===== src/hw/rtl/sle_pkg.sv =====
// ----------------------------------------------------------------------------
// sle_pkg: shared types and constants for the scancode line editor
// Holds the controller states, the result kinds, the key codes and the
// set-1 scancode to ASCII translation (Latin layout).
// ----------------------------------------------------------------------------
package sle_pkg;

    localparam int CHAR_W  = 7;   // ASCII character width
    localparam int COUNT_W = 7;   // fill count and line position width
    localparam int CODE_W  = 8;   // raw scancode width
    localparam int KIND_W  = 2;   // result kind width

    localparam logic [CODE_W-1:0] KEY_BACKSPACE = 8'h0E;
    localparam logic [CODE_W-1:0] KEY_ENTER     = 8'h1C;
    localparam int                KEY_RELEASE_BIT = 7;

    typedef enum logic [KIND_W-1:0] {
        EV_ECHO      = 2'd0,
        EV_ERASE     = 2'd1,
        EV_LINE_CHAR = 2'd2,
        EV_EMPTY     = 2'd3
    } ev_kind_t;

    typedef enum logic {
        ST_IDLE  = 1'b0,
        ST_DRAIN = 1'b1
    } state_t;

    // Make-code to ASCII; zero means the key has no character.
    function automatic logic [CHAR_W-1:0] key_map(input logic [6:0] code);
        logic [CHAR_W-1:0] ch;
        unique case (code)
            7'h02: ch = 7'h31;  // 1
            7'h03: ch = 7'h32;  // 2
            7'h04: ch = 7'h33;  // 3
            7'h05: ch = 7'h34;  // 4
            7'h06: ch = 7'h35;  // 5
            7'h07: ch = 7'h36;  // 6
            7'h08: ch = 7'h37;  // 7
            7'h09: ch = 7'h38;  // 8
            7'h0A: ch = 7'h39;  // 9
            7'h0B: ch = 7'h30;  // 0
            7'h0C: ch = 7'h2D;  // -
            7'h0D: ch = 7'h3D;  // =
            7'h10: ch = 7'h71;  // q
            7'h11: ch = 7'h77;  // w
            7'h12: ch = 7'h65;  // e
            7'h13: ch = 7'h72;  // r
            7'h14: ch = 7'h74;  // t
            7'h15: ch = 7'h79;  // y
            7'h16: ch = 7'h75;  // u
            7'h17: ch = 7'h69;  // i
            7'h18: ch = 7'h6F;  // o
            7'h19: ch = 7'h70;  // p
            7'h1A: ch = 7'h27;  // apostrophe
            7'h1B: ch = 7'h2B;  // +
            7'h1E: ch = 7'h61;  // a
            7'h1F: ch = 7'h73;  // s
            7'h20: ch = 7'h64;  // d
            7'h21: ch = 7'h66;  // f
            7'h22: ch = 7'h67;  // g
            7'h23: ch = 7'h68;  // h
            7'h24: ch = 7'h6A;  // j
            7'h25: ch = 7'h6B;  // k
            7'h26: ch = 7'h6C;  // l
            7'h27: ch = 7'h6E;  // n
            7'h28: ch = 7'h7B;  // {
            7'h2B: ch = 7'h7D;  // }
            7'h2C: ch = 7'h7A;  // z
            7'h2D: ch = 7'h78;  // x
            7'h2E: ch = 7'h63;  // c
            7'h2F: ch = 7'h76;  // v
            7'h30: ch = 7'h62;  // b
            7'h31: ch = 7'h6E;  // n
            7'h32: ch = 7'h6D;  // m
            7'h33: ch = 7'h2C;  // ,
            7'h34: ch = 7'h2E;  // .
            7'h35: ch = 7'h2D;  // -
            7'h39: ch = 7'h20;  // space
            default: ch = '0;
        endcase
        return ch;
    endfunction

endpackage


===== src/hw/rtl/sle_ram.sv =====
// ----------------------------------------------------------------------------
// sle_ram: generic single-write, single-read RAM
// One write port and one read port; the read data is registered and holds
// until the next read.
// ----------------------------------------------------------------------------
module sle_ram #(
    parameter int WIDTH = 7,
    parameter int DEPTH = 64
) (
    input  logic                                 aclk,
    input  logic                                 wr_en,
    input  logic [((DEPTH > 1) ? $clog2(DEPTH) : 1)-1:0] wr_addr,
    input  logic [WIDTH-1:0]                     wr_data,
    input  logic                                 rd_en,
    input  logic [((DEPTH > 1) ? $clog2(DEPTH) : 1)-1:0] rd_addr,
    output logic [WIDTH-1:0]                     rd_data
);

    logic [WIDTH-1:0] mem [DEPTH];

    always_ff @(posedge aclk) begin
        if (wr_en) begin
            mem[wr_addr] <= wr_data;
        end
        if (rd_en) begin
            rd_data <= mem[rd_addr];
        end
    end

endmodule


===== src/hw/rtl/scancode_line_editor_top.sv =====
// ----------------------------------------------------------------------------
// scancode_line_editor_top: set-1 scancode line editor
// Takes one keyboard scancode per word on the slave stream. Key releases,
// unmapped keys, Backspace on an empty line and printable keys on a full
// line give no word. A printable key is stored and echoed, Backspace drops
// the last character and reports the new length, and Enter sends the held
// line out one character per word with tlast on the final one (or a single
// empty-line word) and clears the line. Every key other than a non-empty
// Enter is accepted back to back while the result register is free or
// being taken. A non-empty Enter holds the input off while the line is
// sent at full output rate whenever the output is taken: the line store
// is one synchronous RAM with a registered read, read once per emitted
// character. The line store needs no clearing pass after reset; only
// entries below the fill count are ever read.
// ----------------------------------------------------------------------------
module scancode_line_editor_top #(
    parameter int MAX_LINE = 64        // line capacity, 1 to 127
) (
    input  logic        aclk,
    input  logic        aresetn,
    // slave stream: scancodes
    input  logic        s_tvalid,
    output logic        s_tready,
    input  logic [7:0]  s_tdata,       // [7:0] scan_code
    // master stream: editor events
    output logic        m_tvalid,
    input  logic        m_tready,
    output logic [15:0] m_tdata,       // [6:0] ascii_char, [13:7] line_length, [15:14] zero
    output logic [1:0]  m_tuser,       // [1:0] event_kind
    output logic        m_tlast        // last_of_line
);

    localparam int ADDR_W = (MAX_LINE > 1) ? $clog2(MAX_LINE) : 1;
    localparam logic [sle_pkg::COUNT_W-1:0] MAX_FILL = sle_pkg::COUNT_W'(MAX_LINE);

    // ------------------------------------------------------------------
    // State
    // ------------------------------------------------------------------
    sle_pkg::state_t                 state_reg, state_next;
    logic [sle_pkg::COUNT_W-1:0]     fill_count_reg, fill_count_next;
    logic [sle_pkg::COUNT_W-1:0]     drain_len_reg, drain_len_next;
    logic [sle_pkg::COUNT_W-1:0]     drain_idx_reg, drain_idx_next;

    // result register
    logic                            m_valid_reg, m_valid_next;
    sle_pkg::ev_kind_t               m_kind_reg;
    logic [sle_pkg::CHAR_W-1:0]      m_char_reg;
    logic [sle_pkg::COUNT_W-1:0]     m_len_reg;
    logic                            m_last_reg;

    // result load from the control logic
    logic                            ld_en;
    sle_pkg::ev_kind_t               ld_kind;
    logic [sle_pkg::CHAR_W-1:0]      ld_char;
    logic [sle_pkg::COUNT_W-1:0]     ld_len;
    logic                            ld_last;

    // line store ports
    logic                            ram_we;
    logic                            ram_re;
    logic [sle_pkg::COUNT_W-1:0]     ram_raddr;
    logic [sle_pkg::CHAR_W-1:0]      ram_rdata;

    // ------------------------------------------------------------------
    // Shared decode
    // ------------------------------------------------------------------
    logic                            out_free;
    logic                            in_accept;
    logic                            is_release;
    logic                            is_enter;
    logic                            is_backspace;
    logic [sle_pkg::CHAR_W-1:0]      key_char;
    logic [sle_pkg::COUNT_W-1:0]     drain_idx_inc;
    logic                            drain_last;
    logic                            fill_zero;

    // The result register frees up in the cycle it is taken.
    assign out_free      = !m_valid_reg || m_tready;
    assign in_accept     = s_tvalid && s_tready;
    assign is_release    = s_tdata[sle_pkg::KEY_RELEASE_BIT];
    assign is_enter      = (s_tdata == sle_pkg::KEY_ENTER);
    assign is_backspace  = (s_tdata == sle_pkg::KEY_BACKSPACE);
    assign key_char      = sle_pkg::key_map(s_tdata[6:0]);
    assign drain_idx_inc = drain_idx_reg + 1'b1;
    assign drain_last    = (drain_idx_inc == drain_len_reg);
    assign fill_zero     = (fill_count_reg == '0);

    // ------------------------------------------------------------------
    // Line store
    // ------------------------------------------------------------------
    sle_ram #(
        .WIDTH (sle_pkg::CHAR_W),
        .DEPTH (MAX_LINE)
    ) u_line_store (
        .aclk    (aclk),
        .wr_en   (ram_we),
        .wr_addr (fill_count_reg[ADDR_W-1:0]),
        .wr_data (key_char),
        .rd_en   (ram_re),
        .rd_addr (ram_raddr[ADDR_W-1:0]),
        .rd_data (ram_rdata)
    );

    // ------------------------------------------------------------------
    // Next state
    // ------------------------------------------------------------------
    always_comb begin
        state_next = state_reg;
        unique case (state_reg)
            sle_pkg::ST_IDLE: begin
                // enter drain only when there is a line to send
                if (in_accept && is_enter && !fill_zero) begin
                    state_next = sle_pkg::ST_DRAIN;
                end
            end
            sle_pkg::ST_DRAIN: begin
                if (out_free && drain_last) begin
                    state_next = sle_pkg::ST_IDLE;
                end
            end
            default: state_next = sle_pkg::ST_IDLE;
        endcase
    end

    // ------------------------------------------------------------------
    // Outputs and datapath control
    // ------------------------------------------------------------------
    always_comb begin
        s_tready        = 1'b0;
        ram_we          = 1'b0;
        ram_re          = 1'b0;
        ram_raddr       = drain_idx_inc;
        ld_en           = 1'b0;
        ld_kind         = sle_pkg::EV_ECHO;
        ld_char         = '0;
        ld_len          = '0;
        ld_last         = 1'b0;
        fill_count_next = fill_count_reg;
        drain_len_next  = drain_len_reg;
        drain_idx_next  = drain_idx_reg;

        unique case (state_reg)
            sle_pkg::ST_IDLE: begin
                s_tready = out_free;
                if (s_tvalid && out_free && !is_release) begin
                    priority if (is_enter) begin
                        if (fill_zero) begin
                            ld_en   = 1'b1;
                            ld_kind = sle_pkg::EV_EMPTY;
                            ld_last = 1'b1;
                        end else begin
                            // fetch the first character; it lands next cycle
                            ram_re          = 1'b1;
                            ram_raddr       = '0;
                            drain_len_next  = fill_count_reg;
                            drain_idx_next  = '0;
                            fill_count_next = '0;
                        end
                    end else if (is_backspace) begin
                        if (!fill_zero) begin
                            fill_count_next = fill_count_reg - 1'b1;
                            ld_en   = 1'b1;
                            ld_kind = sle_pkg::EV_ERASE;
                            ld_len  = fill_count_reg - 1'b1;
                        end
                    end else begin
                        if ((key_char != '0) && (fill_count_reg < MAX_FILL)) begin
                            ram_we          = 1'b1;
                            fill_count_next = fill_count_reg + 1'b1;
                            ld_en   = 1'b1;
                            ld_kind = sle_pkg::EV_ECHO;
                            ld_char = key_char;
                            ld_len  = fill_count_reg + 1'b1;
                        end
                    end
                end
            end
            sle_pkg::ST_DRAIN: begin
                // read data holds until the next read, so a stall costs nothing
                if (out_free) begin
                    ld_en   = 1'b1;
                    ld_kind = sle_pkg::EV_LINE_CHAR;
                    ld_char = ram_rdata;
                    ld_len  = drain_idx_reg;
                    ld_last = drain_last;
                    if (!drain_last) begin
                        ram_re         = 1'b1;
                        drain_idx_next = drain_idx_inc;
                    end
                end
            end
            default: begin
                s_tready = 1'b0;
            end
        endcase
    end

    // hold the result until taken, load a new one when given
    always_comb begin
        priority if (ld_en) begin
            m_valid_next = 1'b1;
        end else if (m_tready) begin
            m_valid_next = 1'b0;
        end else begin
            m_valid_next = m_valid_reg;
        end
    end

    // ------------------------------------------------------------------
    // Registers
    // ------------------------------------------------------------------
    always_ff @(posedge aclk) begin
        if (!aresetn) begin
            state_reg      <= sle_pkg::ST_IDLE;
            fill_count_reg <= '0;
            m_valid_reg    <= 1'b0;
        end else begin
            state_reg      <= state_next;
            fill_count_reg <= fill_count_next;
            m_valid_reg    <= m_valid_next;
        end
    end

    always_ff @(posedge aclk) begin
        drain_len_reg <= drain_len_next;
        drain_idx_reg <= drain_idx_next;
        if (ld_en) begin
            m_kind_reg <= ld_kind;
            m_char_reg <= ld_char;
            m_len_reg  <= ld_len;
            m_last_reg <= ld_last;
        end
    end

    // ------------------------------------------------------------------
    // Master stream
    // ------------------------------------------------------------------
    assign m_tvalid = m_valid_reg;
    assign m_tdata  = {2'b00, m_len_reg, m_char_reg};
    assign m_tuser  = m_kind_reg;
    assign m_tlast  = m_last_reg;

endmodule

===== config.mk =====
export PLATFORM = sky130hd
export DESIGN_NAME = scancode_line_editor_top
export DESIGN_NICKNAME = d
export VERILOG_FILES = /design/src/hw/rtl/sle_pkg.sv /design/src/hw/rtl/sle_ram.sv /design/src/hw/rtl/scancode_line_editor_top.sv
export SDC_FILE = /design/constraint.sdc
export NUM_CORES = 1
export LEC_CHECK = 0
export ABC_AREA = 0
export ABC_CLOCK_PERIOD_IN_PS = 14950
export BUFFER_PORTS_ARGS = -buffer_cell sky130_fd_sc_hd__buf_2
export CORE_ASPECT_RATIO = 1.25
export CORE_MARGIN = 2
export CORE_UTILIZATION = 50
export CTS_CLUSTER_DIAMETER = 60
export CTS_CLUSTER_SIZE = 14
export DETAILED_ROUTE_END_ITERATION = 8
export PLACE_DENSITY = 0.66
export RECOVER_POWER = 50
export SYNTH_ARGS = -nofsm -noshare
export SYNTH_HDL_FRONTEND = slang
export SYNTH_SLANG_ARGS = --single-unit

===== constraint.sdc =====
create_clock -name aclk -period 14.95 [get_ports aclk]
set_input_delay 1.495 -clock aclk [delete_from_list [all_inputs] [get_ports aclk]]
set_output_delay 1.495 -clock aclk [all_outputs]
set_load 0.02 [all_outputs]

Word level (Yosys, flattened, before mapping) --
Memories as Yosys holds them, arrays and structs flattened. A register that Yosys moved wholly into a read port is not among the register bits. Index checks and enable logic that the tools add are counted.
Word-level totals: register bits 40, memory bits (writable) 448, ROM bits 448, input bits 12, word-level logic and storage cells 109, memories kept 2
Memories:
- (name not given) | words 64, width 7, read ports 1, clocked after Yosys merged registers in 0, wr ports 0, RTL line sle_pkg.sv:32 | unique case (code)
- u_line_store.mem | words 64, width 7, read ports 1, clocked after Yosys merged registers in 1, wr ports 1, RTL line sle_ram.sv:19 | logic [WIDTH-1:0] mem [DEPTH];
Cells by class: add/subtract/negate cells 3, order comparisons 1, eq/ne operators 10, muxes and demuxes 64, bitwise logic cells 2, reduce and logical (&&, ||, !) cells 18
Operators by type and width (number):
- two-way mux 7 bit | 21
- one-hot mux 7 bit (2 select lines) | 3
- two-way mux 1 bit | 26
- two-way mux 6 bit | 4
- adder 7 x 1 -> 7 bit (second input constant) | 2
- inequality test 2 bit (second input constant) | 6
- two-way mux 2 bit | 5
- AND reduction 5 bit | 2
- equality test 8 x 4 -> 1 bit (second input constant) | 1
- equality test 8 x 5 -> 1 bit (second input constant) | 1
- one-hot mux 1 bit (2 select lines) | 4
- equality test 7 bit | 1
- logical AND 1 bit | 7
- logical NOT 7 bit | 1
- less-than comparator 7 bit (second input constant) | 1
- nonzero test 7 bit | 1
- subtractor 7 x 1 -> 7 bit (second input constant) | 1
- one-hot mux 2 bit (2 select lines) | 1
- AND reduction 4 bit | 1
- logical NOT 1 bit | 3
- nonzero test 3 bit | 1
- inequality test 2 x 1 -> 1 bit (second input constant) | 1
- inverter 1 bit | 2
- nonzero test 2 bit | 1
- logical OR 1 bit | 1

Logic depth before layout (Yosys ltp) --
An unclocked memory read counts as a cell.
depth in word-level cells 11, mapped depth 15, depth with buffers taken out 11

Hierarchy --
From an unflattened synthesis, not the netlist that was laid out.
Second synthesis, totals: cell total of the unflattened synthesis 1130, area total of the unflattened synthesis 20626.0 sq um
Modules (own cells, without submodules):
- sle_ram | instances 1, cells each 827, area each 17705.7 sq um
- scancode_line_editor_top | instances 1, cells each 303, area each 2920.3 sq um

Worst setup path after synthesis --
No wires, ideal clock.
path type in2reg, from input port s_tdata[0], to memory u_line_store.mem[63][0] (enable), library setup time 0.360 ns, data arrival time 8.287 ns, data required time 14.590 ns, setup slack 6.303 ns, stages on the path 12, path buffers 2, cells stage by stage clkbuf_1 inv_1 ha_1 or2_1 o2111a_1 a2111oi_1 or3_1 nor4_2 a21oi_1 buf_4 nand4_2 nor2_1
On the way: cells in the longest elaborated chain, start to end 11
RTL lines:
- from (decl) | RTL line scancode_line_editor_top.sv:24 | input logic [7:0] s_tdata,
- memory (64 x 7 bit)
- two-way mux 7 bit | RTL line sle_pkg.sv:32
- named net key_char, one bit | RTL line scancode_line_editor_top.sv:72 | logic [sle_pkg::CHAR_W-1:0] key_char;
- nonzero test 7 bit | RTL line scancode_line_editor_top.sv:167 | if ((key_char != '0) && (fill_count_reg < MAX_FILL)) begin
- logical AND 1 bit | RTL line scancode_line_editor_top.sv:167
- two-way mux 1 bit | RTL line scancode_line_editor_top.sv:167
- two-way mux 1 bit | RTL line scancode_line_editor_top.sv:159 | end else if (is_backspace) begin
- two-way mux 1 bit | RTL line scancode_line_editor_top.sv:146 | priority if (is_enter) begin
- two-way mux 1 bit | RTL line scancode_line_editor_top.sv:145 | if (s_tvalid && out_free && !is_release) begin
- two-way mux 1 bit | RTL line scancode_line_editor_top.sv:142 | unique case (state_reg)
- two-way mux 1 bit | RTL line sle_ram.sv:22 | if (wr_en) begin
- two-way mux 1 bit (not written as such) | RTL line sle_ram.sv:23 | mem[wr_addr] <= wr_data;
- to (decl) | RTL line sle_ram.sv:19
The timed path passes the listed nets, and every way through them passes these cells.

Worst setup path after layout --
from input port s_tdata[1], to memory u_line_store.mem[55][6] (enable)
The elaborated chain is that of the path after synthesis.

==> impl_results.md <==
* Final core utilization at 54.6%
* CP max-delay cell: clkbuf_1
* VDD IR-drop max at around 70 uV
* Finish-stage setup viols at 0
* Total grt overflow at 0
* Crit path launch type: primary input
* Layout area overhead at 7.73%
* Diodes inserted at 0
* Die H at 235 um
* Period minus WS final at 9.10 ns
* Period utilisation layout at about three fifths
* Clock Skew at 0.0189 ns
* CTS tree: yes
* Fillers at 3,337
* Leakage at 7.06 nW
* Yosys reg bits at between 400 and 500
* Die X at 189 um
* Total track usage at 26.9%
* Cell taking the most area after synthesis: edfxtp_1
* Reg clk slew, reported paths at about 0.060 ns
* Critical path type: primary input to register
* Setup TNS Final at 0 ns
* Run status: finished with violations
* Initial Utilization at 50.7%
* Routed length per placed instance at 29.6 um
* Hold_ws at 0.545 ns
* Worst Path Arrival at 9.29 ns
* Power Density at between 100 and 150 nW/um^2
* First-pass GRT wire length at 87,300 um
* Critical Path Sink Type: register
* Antenna Nets Post-Route at 0
* Yosys top cell area share at 68.3%
* CTS H-tree depth at 2
* Slew HR at -162%
* Worst EP required at 15.14 ns
* Worst hold-check path type: register to register
* Post-route DRC at 0
* Met1 GRT Util at 34.9%
* Largest cells by area after synthesis: edfxtp_1 68%, mux2i_1 3.7%, mux4_2 2.1%
* Worst skew pair latency at 0.56 ns
* I/O pins at 33
* Largest register FFs at 448
* Fmax at approximately 110 MHz
* Vias per cell at around 6.6
* Most flop-heavy register: u_line_store.mem
* Synth warn at 0
* Netlist cell types at 96
* CP dominant cell by count: clkbuf_1
* Die area at between 40,000 and 50,000 um^2
* CP max FO at 66
* Primary FF master, synth: edfxtp_1
* Mapped Cells at 1,456
* # hold bufs at CTS at 0
* Syn Area/Cell at 14.7 um^2
* Largest net degree at the start of global routing at 122
* Final wirelength at 59,900 um
* Slowest stage delay, CP at 2.76 ns
* Clock sink count at 495
* Max_cap viols at 11
* Critical Path, Cell by Cell: clkbuf_1 -> inv_1 -> ha_1 -> or2_0 -> o2111a_1 -> a2111oi_0 -> clkbuf_1 -> or3_1 -> nor4_2 -> a21oi_1 -> nand4_2 -> nor2_1
* Layout cell share with drive strength beyond 1 at 9.87%
* Layout Nets at 1,489
* Final hold viol count at 0
* Num CTS Buffers at 41
* Via count at 13,400
* DR iter-0 viols at 1,873
* RSZ-0062 raised after global routing: no
* Met2 usage in global routing at 43.0%
* Post_cts resized at 0
* Most crowded layer after global routing: met2
* CORE AREA at 42,100 um^2
* Port Buffers at 30
* CTS root buffer: clkbuf_16
* Slew @ Worst Pin at between 3 and 4 ns
* Post-Syn Area at 21,400 um^2
* TritonRoute pass-1 iters at 6
* DP HPWL at between 30,000 and 40,000 um
* EDFF count, synth at roughly 490
* Number of global-route vias before repair at 13,100
* Slew Viols, Final at 600
* # rows at 84
* Post-CTS Setup Bufs at 0
* Failing checks: capacitance limit, slew limit
* Initial antenna violation count at 1
* Routability Congestion at just over 0.9
* M3 GR Usage at 5.07%
* Register area share after synthesis at 69.1%
* Ys async rst share at 0%
* Clk buf depth at 3
==> worst paths after layout <==
kind                            slack [ns]  cells after the start                       to                     from
worst min register to register        0.54                      1            m_char_reg[5]  u_line_store.rd_data[5]
worst min-delay path                  0.54                      1            m_char_reg[5]  u_line_store.rd_data[5]
worst max-delay path                  5.85                     12  u_line_store.mem[55][6]               s_tdata[1]
worst max register to register        6.25                      8  u_line_store.rd_data[0]         drain_idx_reg[0]
==> stage by stage <==
step / cells / total power [mW] / setup WS (ns) / instance area (um^2)
global route: 2028 / 2.67 / 5.44 / 23000
CTS: 2028 / 2.61 / 8.61 / 23200
global placement: 1978 / 1.67 / 8.24 / 22100
finish: 2028 / 2.61 / 5.85 / 23000
detailed placement: 1978 / 1.67 / 8.06 / 22100
floorplan: 1457 / 1.63 / 6.30 / 21400
==> critical path, delay by kind of cell <==
kind | cells | cell delay (ns)
compound gates | 3 | 1.55
fa+ha+maj | 1 | 0.42
buf+inv | 3 | 3.45
simple gates | 5 | 2.27
==> cell families after synthesis <==
| kind of cell | after synthesis | share of synthesized area [%] |
|---|---|---|
| flops | 495 | 69.1 |
| simple gates | 381 | 8.76 |
| compound gates | 321 | 11.3 |
| mux | 113 | 6.55 |
| buf+inv | 109 | 2.46 |
| xor+xnor | 21 | 0.861 |
| fa+ha+maj | 15 | 0.878 |
| other cells | 1 | 0.0175 |
==> final cells by class <==
class | instances | area, um^2 | share of cell area (%)
Sequential cell | 495 | 14800 | 64.2
Multi-Input combinational cell | 853 | 6100 | 26.5
Clock buffer | 47 | 1070 | 4.65
Tap cell | 559 | 699 | 3.04
Timing Repair Buffer | 57 | 295 | 1.28
Inverter | 14 | 52.6 | 0.228
Clock inverter | 3 | 28.8 | 0.125
==> cell usage in the layout (no fill, tap or decap), types with 11 or more instances in the layout <==
cell / n
a211oi_1: 16
a21oi_1: 55
a221o_1: 14
a22o_1: 14
a31oi_1: 16
buf_4: 14
clkbuf_1: 37
clkbuf_16: 42
edfxtp_1: 486
ha_1: 15
inv_1: 11
mux2_2: 15
mux2i_1: 78
mux4_2: 20
nand2_1: 104
nand2b_1: 12
nand3_1: 29
nor2_1: 115
nor3_1: 32
o21ai_0: 53
o22ai_1: 23
or3_1: 12
xnor2_1: 12
==> cells in the mapped netlist, drive strengths merged, types with 9 or more instances <==
master,count
nand2b,12
nor3,33
a2111oi,10
dfxtp,9
nand3,32
o21ai,56
o22ai,23
nor4,10
o211ai,10
o31ai,11
and2,13
edfxtp,486
buf,68
a22o,14
a211oi,17
nand4,11
xnor2,13
o2bb2ai,10
o221ai,9
nor2,118
nand2,104
or3,12
inv,14
and3,10
mux4,20
a31oi,22
mux2,15
a21oi,55
clkbuf,27
a221o,14
mux2i,78
ha,15
==> report_power, final <==
part | internal (mW) | leakage (nW) | switching (mW)
Clock | 0.503 | 0.534 | 0.460
Sequential | 1.55 | 4.53 | 0.00252
Combinational | 0.0164 | 2.00 | 0.0795
Total | 2.07 | 7.06 | 0.542
==> layer usage <==
| metal | vias up | routed length (um) |
|---|---|---|
| met3 | 176 | 5320 |
| met1 | 6737 | 22700 |
| met2 | 775 | 28400 |
| met4 | 2 | 3470 |
| li1 | 5737 | - |
| met5 | - | 48 |
Note: power is estimated with default switching activity, not from simulation.
